File: config.mk
export PLATFORM = sky130hd
export DESIGN_NAME = wildcard_byte_pattern_search_core
export DESIGN_NICKNAME = d
export VERILOG_FILES = /design/src/sv/wbps_pkg.sv /design/src/sv/wbps_cell.sv /design/src/sv/wildcard_byte_pattern_search_core.sv
export SDC_FILE = /design/constraint.sdc
export NUM_CORES = 1
export LEC_CHECK = 0
export BUFFER_PORTS_ARGS = -buffer_cell sky130_fd_sc_hd__buf_2
export CAP_MARGIN = 10
export CORE_ASPECT_RATIO = 1.4
export CORE_MARGIN = 5
export CORE_UTILIZATION = 60
export DETAILED_ROUTE_END_ITERATION = 12
export HOLD_SLACK_MARGIN = 0.06
export PLACE_DENSITY_LB_ADDON = 0.1
export SYNTH_ARGS = -nofsm -noshare
export SYNTH_HDL_FRONTEND = slang
export SYNTH_SLANG_ARGS = --single-unit
export TNS_END_PERCENT = 5
File: constraint.sdc
create_clock -name clk_i -period 15.81 [get_ports clk_i]
set_input_delay 0.7905 -clock clk_i [delete_from_list [all_inputs] [get_ports clk_i]]
set_output_delay 0.7905 -clock clk_i [all_outputs]
set_load 0.01 [all_outputs]
File: src/sv/wbps_pkg.sv
// ----------------------------------------------------------------------------
// Wildcard byte pattern search: shared definitions
// Widths, register indexes and the match setup that is handed to every
// window cell.
// ----------------------------------------------------------------------------
package wbps_pkg;

  // Fixed field widths.
  localparam int unsigned DataW        = 8;
  localparam int unsigned AddrW        = 64;
  localparam int unsigned PatternBytes = 16;
  localparam int unsigned PatternW     = PatternBytes * DataW;
  localparam int unsigned WildW        = PatternBytes * 2;
  localparam int unsigned LenRawW      = 5;
  localparam int unsigned CfgIdxW      = 3;
  localparam int unsigned CfgDataW     = 64;

  // Default for the largest pattern the block has window cells for.
  localparam int unsigned MaxPatternBytesDefault = 16;

  // Configuration register indexes.
  typedef enum logic [CfgIdxW-1:0] {
    CfgBaseAddress   = 3'd0,
    CfgPatternLow    = 3'd1,
    CfgPatternHigh   = 3'd2,
    CfgWildcardMask  = 3'd3,
    CfgPatternLength = 3'd4
  } cfg_idx_e;

  // Match setup seen by every window cell. The length is already clamped.
  typedef struct packed {
    logic [PatternW-1:0] pattern;
    logic [WildW-1:0]    wild;
    logic [LenRawW-1:0]  len;
  } match_cfg_t;

endpackage

File: src/sv/wbps_cell.sv
// ----------------------------------------------------------------------------
// Wildcard byte pattern search: window cell
// Holds one byte of the sliding window, passes it on to the next cell when
// the window shifts, and compares the byte it is about to take against the
// pattern byte that lines up with its place for the current length.
// ----------------------------------------------------------------------------
module wbps_cell #(
  parameter int unsigned Idx = 0
) (
  input  logic                        clk_i,
  input  logic                        shift_i,
  input  logic [wbps_pkg::DataW-1:0]  byte_i,
  input  wbps_pkg::match_cfg_t        cfg_i,
  output logic [wbps_pkg::DataW-1:0]  byte_o,
  output logic                        hit_o
);

  logic [wbps_pkg::DataW-1:0]   byte_q;
  logic [wbps_pkg::LenRawW-1:0] pos;
  logic [3:0]                   sel;
  logic                         active;
  logic [wbps_pkg::DataW-1:0]   pat_byte;
  logic [wbps_pkg::DataW-1:0]   cmp_mask;

  // Window byte; it moves one cell further for every byte searched.
  always_ff @(posedge clk_i) begin
    if (shift_i) begin
      byte_q <= byte_i;
    end
  end

  assign byte_o = byte_q;

  // Cell Idx compares the byte Idx places behind the newest, which lines up
  // with pattern byte len-1-Idx when it lies inside the pattern.
  assign active = cfg_i.len > wbps_pkg::LenRawW'(Idx);
  assign pos    = cfg_i.len - wbps_pkg::LenRawW'(Idx) - wbps_pkg::LenRawW'(1);
  assign sel    = pos[3:0];

  // Select the pattern byte and drop wildcard nibbles from the compare.
  always_comb begin
    pat_byte = cfg_i.pattern[{sel, 3'b000} +: wbps_pkg::DataW];
    cmp_mask = {{4{~cfg_i.wild[{sel, 1'b1}]}}, {4{~cfg_i.wild[{sel, 1'b0}]}}};
  end

  assign hit_o = !active || (((byte_i ^ pat_byte) & cmp_mask) == '0);

endmodule

File: src/sv/wildcard_byte_pattern_search_core.sv
// ----------------------------------------------------------------------------
// Wildcard byte pattern search core
// Scans a byte stream for the first match of a nibble-wildcard pattern and
// reports its address, or reports no match at the region's last byte.
// ----------------------------------------------------------------------------
// Usage:
// Bytes of a memory region enter on the s_axis channel, one item per byte,
// with s_axis_tlast_i on the region's final byte. The pattern, wildcard
// mask, length and base address are set through the cfg channel, which is
// always ready; the user must make writes while no byte is in flight (not enforced).
// For each region at most one item leaves on m_axis: tuser is 1 with the
// address of the first matching byte in tdata, or tuser is 0 with a zero
// address when the region ended without a match. Bytes after a match are
// swallowed until the last byte, which re-arms the search.
// The result of a byte is registered and is on m_axis in the cycle after
// that byte is taken. Throughput is one byte per cycle unless the output
// stalls; the cells compare all pattern bytes in parallel as the window shifts.
// If the receiver stalls, the result waits in the output register and
// s_axis_tready_o is held low while that register is full and not being
// taken, so no further byte is accepted until the result drains.
// Reset clears the registers to base 0, pattern 0, no wildcards, length 1
// and starts a fresh region.
// ----------------------------------------------------------------------------
module wildcard_byte_pattern_search_core #(
  parameter int unsigned MaxPatternBytes = wbps_pkg::MaxPatternBytesDefault
) (
  input  logic                           clk_i,
  input  logic                           rst_ni,
  // Input items: tdata = data_byte[7:0]; tlast = last_byte
  input  logic                           s_axis_tvalid_i,
  output logic                           s_axis_tready_o,
  input  logic [wbps_pkg::DataW-1:0]     s_axis_tdata_i,
  input  logic                           s_axis_tlast_i,
  // Result items: tdata = match_address[63:0]; tuser = match_found[0]
  output logic                           m_axis_tvalid_o,
  input  logic                           m_axis_tready_i,
  output logic [wbps_pkg::AddrW-1:0]     m_axis_tdata_o,
  output logic [0:0]                     m_axis_tuser_o,
  // Configuration writes
  input  logic                           cfg_valid_i,
  output logic                           cfg_ready_o,
  input  logic [wbps_pkg::CfgIdxW-1:0]   cfg_index_i,
  input  logic [wbps_pkg::CfgDataW-1:0]  cfg_data_i
);

  localparam int unsigned WinDepth =
    (MaxPatternBytes < wbps_pkg::PatternBytes) ? MaxPatternBytes : wbps_pkg::PatternBytes;
  localparam int unsigned FillW = $clog2(WinDepth + 1);
  localparam logic [wbps_pkg::LenRawW-1:0] WinDepthLen = wbps_pkg::LenRawW'(WinDepth);

  // Configuration registers.
  logic [wbps_pkg::AddrW-1:0]    base_q;
  logic [wbps_pkg::PatternW-1:0] pattern_q;
  logic [wbps_pkg::WildW-1:0]    wild_q;
  logic [wbps_pkg::LenRawW-1:0]  plen_q;

  // Search state.
  logic [FillW-1:0]              fill_q, fill_d, fill_inc;
  logic [wbps_pkg::AddrW-1:0]    offset_q, offset_d;
  logic                          reported_q, reported_d;

  // Output register.
  logic                          out_valid_q, out_valid_d;
  logic                          out_found_q, out_found_d;
  logic [wbps_pkg::AddrW-1:0]    out_addr_q, out_addr_d;

  logic                          in_fire, out_fire, cfg_fire;
  logic                          shift;
  logic [wbps_pkg::LenRawW-1:0]  len_eff;
  logic [FillW-1:0]              len_fill;
  wbps_pkg::match_cfg_t          mcfg;
  logic [WinDepth-1:0]           hits;
  logic [wbps_pkg::DataW-1:0]    chain [WinDepth+1];
  logic                          match;
  logic [wbps_pkg::AddrW-1:0]    match_addr;

  assign cfg_ready_o = 1'b1;
  assign cfg_fire    = cfg_valid_i && cfg_ready_o;

  // Register writes; unknown indexes are ignored.
  always_ff @(posedge clk_i or negedge rst_ni) begin
    if (!rst_ni) begin
      base_q    <= '0;
      pattern_q <= '0;
      wild_q    <= '0;
      plen_q    <= wbps_pkg::LenRawW'(1);
    end else if (cfg_fire) begin
      unique case (wbps_pkg::cfg_idx_e'(cfg_index_i))
        wbps_pkg::CfgBaseAddress:   base_q <= cfg_data_i;
        wbps_pkg::CfgPatternLow:    pattern_q[63:0] <= cfg_data_i;
        wbps_pkg::CfgPatternHigh:   pattern_q[127:64] <= cfg_data_i;
        wbps_pkg::CfgWildcardMask:  wild_q <= cfg_data_i[wbps_pkg::WildW-1:0];
        wbps_pkg::CfgPatternLength: plen_q <= cfg_data_i[wbps_pkg::LenRawW-1:0];
        default: ;
      endcase
    end
  end

  // Clamp the length: zero acts as one, and it never exceeds the window.
  always_comb begin
    if (plen_q == '0) begin
      len_eff = wbps_pkg::LenRawW'(1);
    end else if (plen_q > WinDepthLen) begin
      len_eff = WinDepthLen;
    end else begin
      len_eff = plen_q;
    end
  end

  assign len_fill     = len_eff[FillW-1:0];
  assign mcfg.pattern = pattern_q;
  assign mcfg.wild    = wild_q;
  assign mcfg.len     = len_eff;

  // Handshakes: a byte is taken whenever the output slot is free or drains.
  assign out_fire        = out_valid_q && m_axis_tready_i;
  assign s_axis_tready_o = !out_valid_q || m_axis_tready_i;
  assign in_fire         = s_axis_tvalid_i && s_axis_tready_o;
  assign shift           = in_fire && !reported_q;

  // Row of window cells, newest byte in cell 0.
  assign chain[0] = s_axis_tdata_i;
  for (genvar k = 0; k < WinDepth; k++) begin : g_cell
    wbps_cell #(
      .Idx(k)
    ) u_cell (
      .clk_i  (clk_i),
      .shift_i(shift),
      .byte_i (chain[k]),
      .cfg_i  (mcfg),
      .byte_o (chain[k+1]),
      .hit_o  (hits[k])
    );
  end

  // Match on the window as it stands after this byte.
  assign fill_inc   = (fill_q == FillW'(WinDepth)) ? fill_q : fill_q + FillW'(1);
  assign match      = (fill_inc >= len_fill) && (&hits);
  assign match_addr = base_q + offset_q - (wbps_pkg::AddrW'(len_eff) - 64'd1);

  // Per-item control: track the region and build the result.
  always_comb begin
    fill_d      = fill_q;
    offset_d    = offset_q;
    reported_d  = reported_q;
    out_valid_d = out_valid_q && !out_fire;
    out_found_d = out_found_q;
    out_addr_d  = out_addr_q;
    if (in_fire) begin
      if (reported_q) begin
        if (s_axis_tlast_i) begin
          fill_d     = '0;
          offset_d   = '0;
          reported_d = 1'b0;
        end
      end else begin
        fill_d   = fill_inc;
        offset_d = offset_q + 64'd1;
        if (match) begin
          out_valid_d = 1'b1;
          out_found_d = 1'b1;
          out_addr_d  = match_addr;
          reported_d  = !s_axis_tlast_i;
        end else if (s_axis_tlast_i) begin
          out_valid_d = 1'b1;
          out_found_d = 1'b0;
          out_addr_d  = '0;
        end
        if (s_axis_tlast_i) begin
          fill_d   = '0;
          offset_d = '0;
        end
      end
    end
  end

  // Control state.
  always_ff @(posedge clk_i or negedge rst_ni) begin
    if (!rst_ni) begin
      fill_q      <= '0;
      offset_q    <= '0;
      reported_q  <= 1'b0;
      out_valid_q <= 1'b0;
    end else begin
      fill_q      <= fill_d;
      offset_q    <= offset_d;
      reported_q  <= reported_d;
      out_valid_q <= out_valid_d;
    end
  end

  // Result payload.
  always_ff @(posedge clk_i) begin
    out_found_q <= out_found_d;
    out_addr_q  <= out_addr_d;
  end

  assign m_axis_tvalid_o   = out_valid_q;
  assign m_axis_tdata_o    = out_addr_q;
  assign m_axis_tuser_o[0] = out_found_q;

endmodule
# Yosys cells after proc, flatten, opt, wreduce, memory -nomap -nowiden
# Index checks and enable logic that the tools add are counted.
dict set report classes {
  add_sub_neg 35
  magnitude_cmp 50
  eq_ne 6
  shifts 16
  mux 82
  bitwise 65
  reduce_logical 69
}
# operator n
set ops {}
lappend ops {{variable part select 128 x 8 -> 8 bit} 16}
lappend ops {{2-to-1 mux 64 bit} 4}
lappend ops {{less-than comparator 5 x 6 -> 1 bit, second input constant} 32}
lappend ops {{bitwise AND 8 bit} 16}
lappend ops {{binary-select mux 1 bit (select 4 bit)} 32}
lappend ops {{zero test 8 bit} 16}
lappend ops {{XOR 8 bit} 16}
lappend ops {{adder 64 x 1 -> 64 bit, second input constant} 1}
lappend ops {{adder 64 bit} 1}
lappend ops {{subtractor 4 x 1 -> 4 bit, second input constant} 16}
lappend ops {{subtractor 64 bit} 1}
lappend ops {{> comparator 5 x 4 -> 1 bit, second input constant} 8}
lappend ops {{2-to-1 mux 1 bit} 40}
lappend ops {{inverter 1 bit} 33}
lappend ops {{subtractor 4 bit, second input constant} 8}
lappend ops {{2-to-1 mux 5 bit} 6}
lappend ops {{> comparator 5 x 3 -> 1 bit, second input constant} 4}
lappend ops {{zero test 1 bit} 20}
lappend ops {{logical OR 1 bit} 17}
lappend ops {{AND reduction 16 bit} 1}
lappend ops {{subtractor 4 x 3 -> 4 bit, second input constant} 4}
lappend ops {{AND reduction 2 bit} 6}
lappend ops {{> comparator 5 x 1 -> 1 bit, second input constant} 2}
lappend ops {{> comparator 5 x 2 -> 1 bit, second input constant} 2}
lappend ops {{15 further kinds} 21}
dict set report totals {
  reg_bits 485
  input_bits 81
  output_inout_bits 68
  wordCells 349
}

# Longest topological paths before layout
dict set report depth {
  ltp_word 16
  mapped_depth 31
  mapped_depth_nobuf 22
}

# Hierarchy
# From an unflattened synthesis, not the netlist that was laid out.
dict set report hier_totals {
  cells_unflattened 4274
  area_unflattened_um2 48821.8
}
# module instances cells_each area_per_inst_um2 seq_area_each_um2
set by_module_without_submodules {}
lappend by_module_without_submodules {wildcard_byte_pattern_search_core 1 2037 20505.9 9460.3}
lappend by_module_without_submodules {{wbps_cell at g_cell[1].u_cell ...} 2 127 1652.8 240.2}
lappend by_module_without_submodules {{wbps_cell at g_cell[13].u_cell ...} 2 126 1647.8 240.2}
lappend by_module_without_submodules {{wbps_cell at g_cell[11].u_cell} 1 204 2287.2 240.2}
lappend by_module_without_submodules {{wbps_cell at g_cell[3].u_cell} 1 192 2105.8 240.2}
lappend by_module_without_submodules {{wbps_cell at g_cell[0].u_cell} 1 145 1796.7 240.2}
lappend by_module_without_submodules {{wbps_cell at g_cell[2].u_cell} 1 126 1790.5 240.2}
lappend by_module_without_submodules {{wbps_cell at g_cell[7].u_cell} 1 134 1790.5 240.2}
lappend by_module_without_submodules {{wbps_cell at g_cell[6].u_cell} 1 142 1773.0 240.2}
lappend by_module_without_submodules {{wbps_cell at g_cell[14].u_cell} 1 141 1770.4 240.2}
lappend by_module_without_submodules {{wbps_cell at g_cell[10].u_cell} 1 127 1705.4 240.2}
lappend by_module_without_submodules {{wbps_cell at g_cell[8].u_cell} 1 146 1704.1 240.2}
lappend by_module_without_submodules {{wbps_cell at g_cell[4].u_cell} 1 136 1677.9 240.2}
lappend by_module_without_submodules {{wbps_cell at g_cell[12].u_cell} 1 136 1676.6 240.2}
lappend by_module_without_submodules {{wbps_cell at g_cell[15].u_cell} 1 102 1636.6 240.2}

# Least setup slack after synthesis
# OpenSTA, ideal clock, no wires.
dict set report synth_timing {
  kind {flip-flop to flip-flop}
  start {register plen_q[1] (netlist bit)}
  end {register out_addr_q, in the netlist m_axis_tdata_o[57], data pin}
  setup_time_ns 0.160
  arrival_time_ns 9.953
  t_required_ns 15.650
  setup_slack_ns 5.697
  path_stages_with_launch 26
  n_path_buf 6
  synth_period_minus_slack_ns 10.113
  cell_sequence {dfrtp_1 > buf_4 > nor2b_1 > buf_2 > inv_2 > buf_2 > clkbuf_1 > clkbuf_1 > ha_1 > nand2_1 > a21oi_1 > fa_1 > inv_1 > ha_1 > clkbuf_1 > a21o_1 > a21o_1 > a21oi_1 > o221ai_1 > nor4_1 > nor3b_1 > a221o_1 > a31o_2 > a221o_1 > or4b_1 > a41oi_1}
}
dict set report synth_between {
  elab_chain_cells 14
  elab_cells_between_ends 248
  cone_classes {32 x add/sub; 18 x order compare; 16 x shift; 67 x mux; 64 x bitwise; 51 x reduce/logical}
}
# element line
set synth_lines {}
lappend synth_lines {{start, declared} wildcard_byte_pattern_search_core.sv:55} ;# logic [wbps_pkg::LenRawW-1:0] plen_q;
lappend synth_lines {{start signal, assigned} wildcard_byte_pattern_search_core.sv:86} ;# plen_q <= wbps_pkg::LenRawW'(1);
lappend synth_lines {{start signal, assigned} wildcard_byte_pattern_search_core.sv:93} ;# wbps_pkg::CfgPatternLength: plen_q <= cfg_data_i[wbps_pkg::LenRawW-1:0];
lappend synth_lines {{> comparator 5 bit} wildcard_byte_pattern_search_core.sv:103} ;# end else if (plen_q > WinDepthLen) begin
lappend synth_lines {{2-to-1 mux 5 bit} wildcard_byte_pattern_search_core.sv:103}
lappend synth_lines {{2-to-1 mux 5 bit *} wildcard_byte_pattern_search_core.sv:101} ;# if (plen_q == '0) begin
lappend synth_lines {{branches (longest 10 deep; another with subtractor 4 x 1 -> 4 bit)} -}
lappend synth_lines {{2-to-1 mux 64 bit *} wildcard_byte_pattern_search_core.sv:159} ;# if (match) begin
lappend synth_lines {{end signal, assigned} wildcard_byte_pattern_search_core.sv:195} ;# out_addr_q <= out_addr_d;
lappend synth_lines {{end, declared} wildcard_byte_pattern_search_core.sv:65} ;# logic [wbps_pkg::AddrW-1:0] out_addr_q, out_addr_d;
# Mark *: on every way between the ends. The select of a mux whose other input is x is not followed.
# A chain may end at the register's enable or synchronous reset.

# Worst setup path in the final report
dict set report layout_timing {
  start {register plen_q[4] (netlist bit)}
  end {register out_addr_q, in the netlist m_axis_tdata_o[1] (enable)}
}
dict set report layout_between {
  elab_chain_cells 15
  elab_cells_between_ends 247
  cone_classes {30 x add/sub; 18 x order compare; 16 x shift; 66 x mux; 64 x bitwise; 53 x reduce/logical}
}
# element line
set layout_lines {}
lappend layout_lines {{> comparator 5 bit} wildcard_byte_pattern_search_core.sv:103}
lappend layout_lines {{2-to-1 mux 5 bit} wildcard_byte_pattern_search_core.sv:103}
lappend layout_lines {{2-to-1 mux 5 bit *} wildcard_byte_pattern_search_core.sv:101}
lappend layout_lines {{branches (longest 9 deep; another with subtractor 4 x 1 -> 4 bit)} -}
lappend layout_lines {{logical AND 1 bit *} wildcard_byte_pattern_search_core.sv:138} ;# assign match = (fill_inc >= len_fill) && (&hits);
lappend layout_lines {{nonzero test 2 bit (no line) *} -}
lappend layout_lines {{AND reduction 3 bit (no line) *} -}
# Marks and branches as above.

==> results.json <==
{
  "post_cts_buffers": 0,
  "slowest_delay_ns": 0.95,
  "routedWlPerCell_um": 28.4,
  "hold_viol_final": 0,
  "htree_levels": 2,
  "cp_max_fo": 83,
  "cts_tree": "built",
  "drcViolationCount": 0,
  "fin_ws_ns": 7.91,
  "cts_buffers": 49,
  "drive_above_1_share_pct": 18.7,
  "min_path_type": "in2async",
  "grt-ovfl-total": 0,
  "grtUsageTotal_pct": 36.5,
  "tightestPinTransition_ns": 1.30,
  "nets": 3682,
  "rsz0062_at_grt": "false",
  "die_h_um": 298,
  "finalCriticalPeriod_ns": 7.90,
  "async_flop_share_pct": 61.9,
  "cts_resized": 0,
  "report.final.slew_viol_count": 0,
  "synth_area_um2": 35700,
  "grt_pass1_vias": 28400,
  "avgSynthCellArea_um2": 10.4,
  "clock_path_buffers": 3,
  "antenna_found_initial": 3,
  "rows": 105,
  "power_density_nw_per_um2": 180,
  "grt_pass1_wl_mm": 180,
  "yosys_warnings": 0,
  "dieWidth_um": 216,
  "period_share_pct": 50.0,
  "status": "completed",
  "grt_max_degree": 192,
  "nFillCells": 4646,
  "final-setup-viol-count": 0,
  "io_buffers": 147,
  "area_growth_pct": 7.95,
  "endpoint_kind": "register",
  "gp_congestion": 1.08,
  "dr_total_vias": 29200,
  "regArea_um2": 13100,
  "holdBufCountCts": 0,
  "required_ns": 16.06,
  "ant_nets": 0,
  "layout_commonest_cell": "nand2_1",
  "path_class": "reg2reg",
  "crit_arrival_ns": 8.15,
  "clock.fmax_mhz": 127,
  "hpwlAfterDp_mm": 90.6,
  "clk_latency_ns": 0.62,
  "multi_input_area_um2": 20700,
  "synth-main-ff-cell": "dfrtp_1",
  "cts_sinks": 485,
  "peakVddDrop_uv": 138,
  "clkSlewWorstSetupHoldPaths_ns": 0.07,
  "dr.pass1.iters": 6,
  "wl_mm": 121,
  "yosysSeqAreaShare_pct": 36.6,
  "netlist_instances": 3425,
  "coreArea_um2": 58700,
  "fin_tns_setup_ns": 0,
  "cts-root-buf": "clkbuf_16",
  "ys_types": 88,
  "maxCapViolCount": 0,
  "start_util_pct": 60.7,
  "slowest_stage": "nor4b_1",
  "crit_path_start_kind": "register",
  "p_leak_nw": 16.1,
  "io_pins": 149,
  "ys_ff_latch": 485,
  "synth_edf_count": 185,
  "dp_slack_ns": 8.20,
  "routed_via_density": 6.88,
  "path_common_cell": "buf_4",
  "fin_skew_ns": 0.0237,
  "crit_chain": "buf_4 -> inv_1 -> o21ai_4 -> inv_6 -> ha_1 -> nor2_1 -> o21a_2 -> inv_2 -> buf_4 -> nand2_1 -> a22oi_1 -> mux2i_1 -> mux2i_1 -> xor2_1 -> nor4_1 -> o2111ai_1 -> nor4b_1 -> a31oi_1 -> nor2_4 -> buf_4",
  "relSlewSlack_pct": 12.9,
  "mostFrequentLayoutCells": "nand2_1, dfrtp_1, inv_1, mux2i_1, o21ai_0",
  "drt_iter0_drc": 3891,
  "die-area_um2": 64500
}
-- synth_stat cells, drive strengths merged (38+ instances only) --
cell type	number	area [um2]
nor2	159	597
mux4	173	3900
nor3	38	201
xor2	63	552
o21ai	214	1080
edfxtp	185	5560
buf	89	551
ha	80	1000
nand3	67	335
mux2i	231	2310
and3	52	325
nand2	334	1250
mux2	173	1950
a31oi	49	307
dfrtp	299	7480
inv	271	1020
a21o	63	473
a21oi	190	962
a22oi	70	526
fa	62	1240
clkbuf	117	439
xnor2	119	1040
-- registers in the layout, summed over array words and instances (netlist names) --
| signal | flops |
|---|---|
| pattern_q | 128 |
| g_cell.u_cell.byte_o | 120 |
| base_q | 64 |
| m_axis_tdata_o | 64 |
| offset_q | 64 |
| wild_q | 32 |
| fill_q | 5 |
| plen_q | 5 |
| m_axis_tuser_o | 1 |
| m_axis_tvalid_o | 1 |
| reported_q | 1 |
-- power by group --
| group | switching, mW | leakage [nW] | internal (mW) | total, mW |
|---|---|---|---|---|
| clock network | 0.555 | 0.827 | 0.682 | 1.24 |
| registers | 0.260 | 5.53 | 1.47 | 1.73 |
| logic | 2.30 | 9.73 | 1.65 | 3.95 |
| total | 3.11 | 16.1 | 3.81 | 6.92 |
-- path summary, 6_finish.rpt --
check                                                startpoint  cells after the start                              endpoint  slack (ns)
min in group clk_i                            s_axis_tdata_i[7]                      1  g_cell[0].u_cell.byte_o[7]$_DFFE_PP_        0.40
setup / recovery                          plen_q[4]$_DFFE_PN0P_                     20       m_axis_tdata_o[1]$_SDFFCE_PN0P_        7.91
hold / removal                                           rst_ni                      1             pattern_q[12]$_DFFE_PN0P_        0.22
hold reg to reg            g_cell[6].u_cell.byte_o[3]$_DFFE_PP_                      0  g_cell[7].u_cell.byte_o[3]$_DFFE_PP_        0.47
max in group asynchronous                                rst_ni                      2             pattern_q[75]$_DFFE_PN0P_       13.92
setup reg to reg                          plen_q[4]$_DFFE_PN0P_                     20       m_axis_tdata_o[1]$_SDFFCE_PN0P_        7.91
-- critical path, delay by kind of cell (launching register included) --
family | cells | cell delay (ns)
adder cells (fa/ha/maj) | 1 | 0.42
XOR/XNOR | 1 | 0.10
AO/OA/AOI/OAI | 5 | 1.46
AND/OR/NAND/NOR | 5 | 1.96
multiplexers | 2 | 0.33
buffers and inverters | 6 | 2.81
flip-flops | 1 | 0.38
-- layer usage --
layer	wire, um	share of wire [%]	vias up	track usage, %
li1	-	-	12600	-
met1	45300	38	14500	47.9
met2	56600	47	1705	58.3
met3	9560	7.9	359	4.91
met4	9170	7.6	2	21.7
met5	13	0.011	-	0
-- stage by stage --
stage / hold WS (ns) / util, % / power, mW / cell area [um2] / std cells
2_1_floorplan: 0.442 / - / 4.49 / 35700 / 3426
5_1_grt: 0.282 / 65.5 / 7.25 / 38500 / 4249
6_report: 0.222 / 65.5 / 6.92 / 38500 / 4250
4_1_cts: 0.268 / 65.5 / 6.82 / 38500 / 4248
3_5_place_dp: 0.458 / 62.6 / 5.57 / 36800 / 4157
3_3_place_gp: 0.455 / 62.6 / 5.50 / 36800 / 4157
-- cell families (layout without fill, tap and decap cells) --
group           Yosys count  in the layout  share of synthesized area, %
simple gates            795            795                          10.4
xor+xnor                182            182                          4.47
flops                   485            485                          36.6
buf+inv                 477            550                          5.64
fa+ha+maj               143            143                          6.32
other cells               1              4                        0.0105
mux                     577            577                          22.9
compound gates          765            765                          13.7
-- cell type report --
cell class,instances,share of cell area [%]
clock buffers,65,3.63
inverters,271,2.67
well taps,749,2.44
flip-flops and latches,485,33.9
repair buffers,188,2.77
clock inverters,26,0.764
diodes,2,0.0130
multi-input cells,2464,53.8
Note: power is estimated with default switching activity, not from simulation.
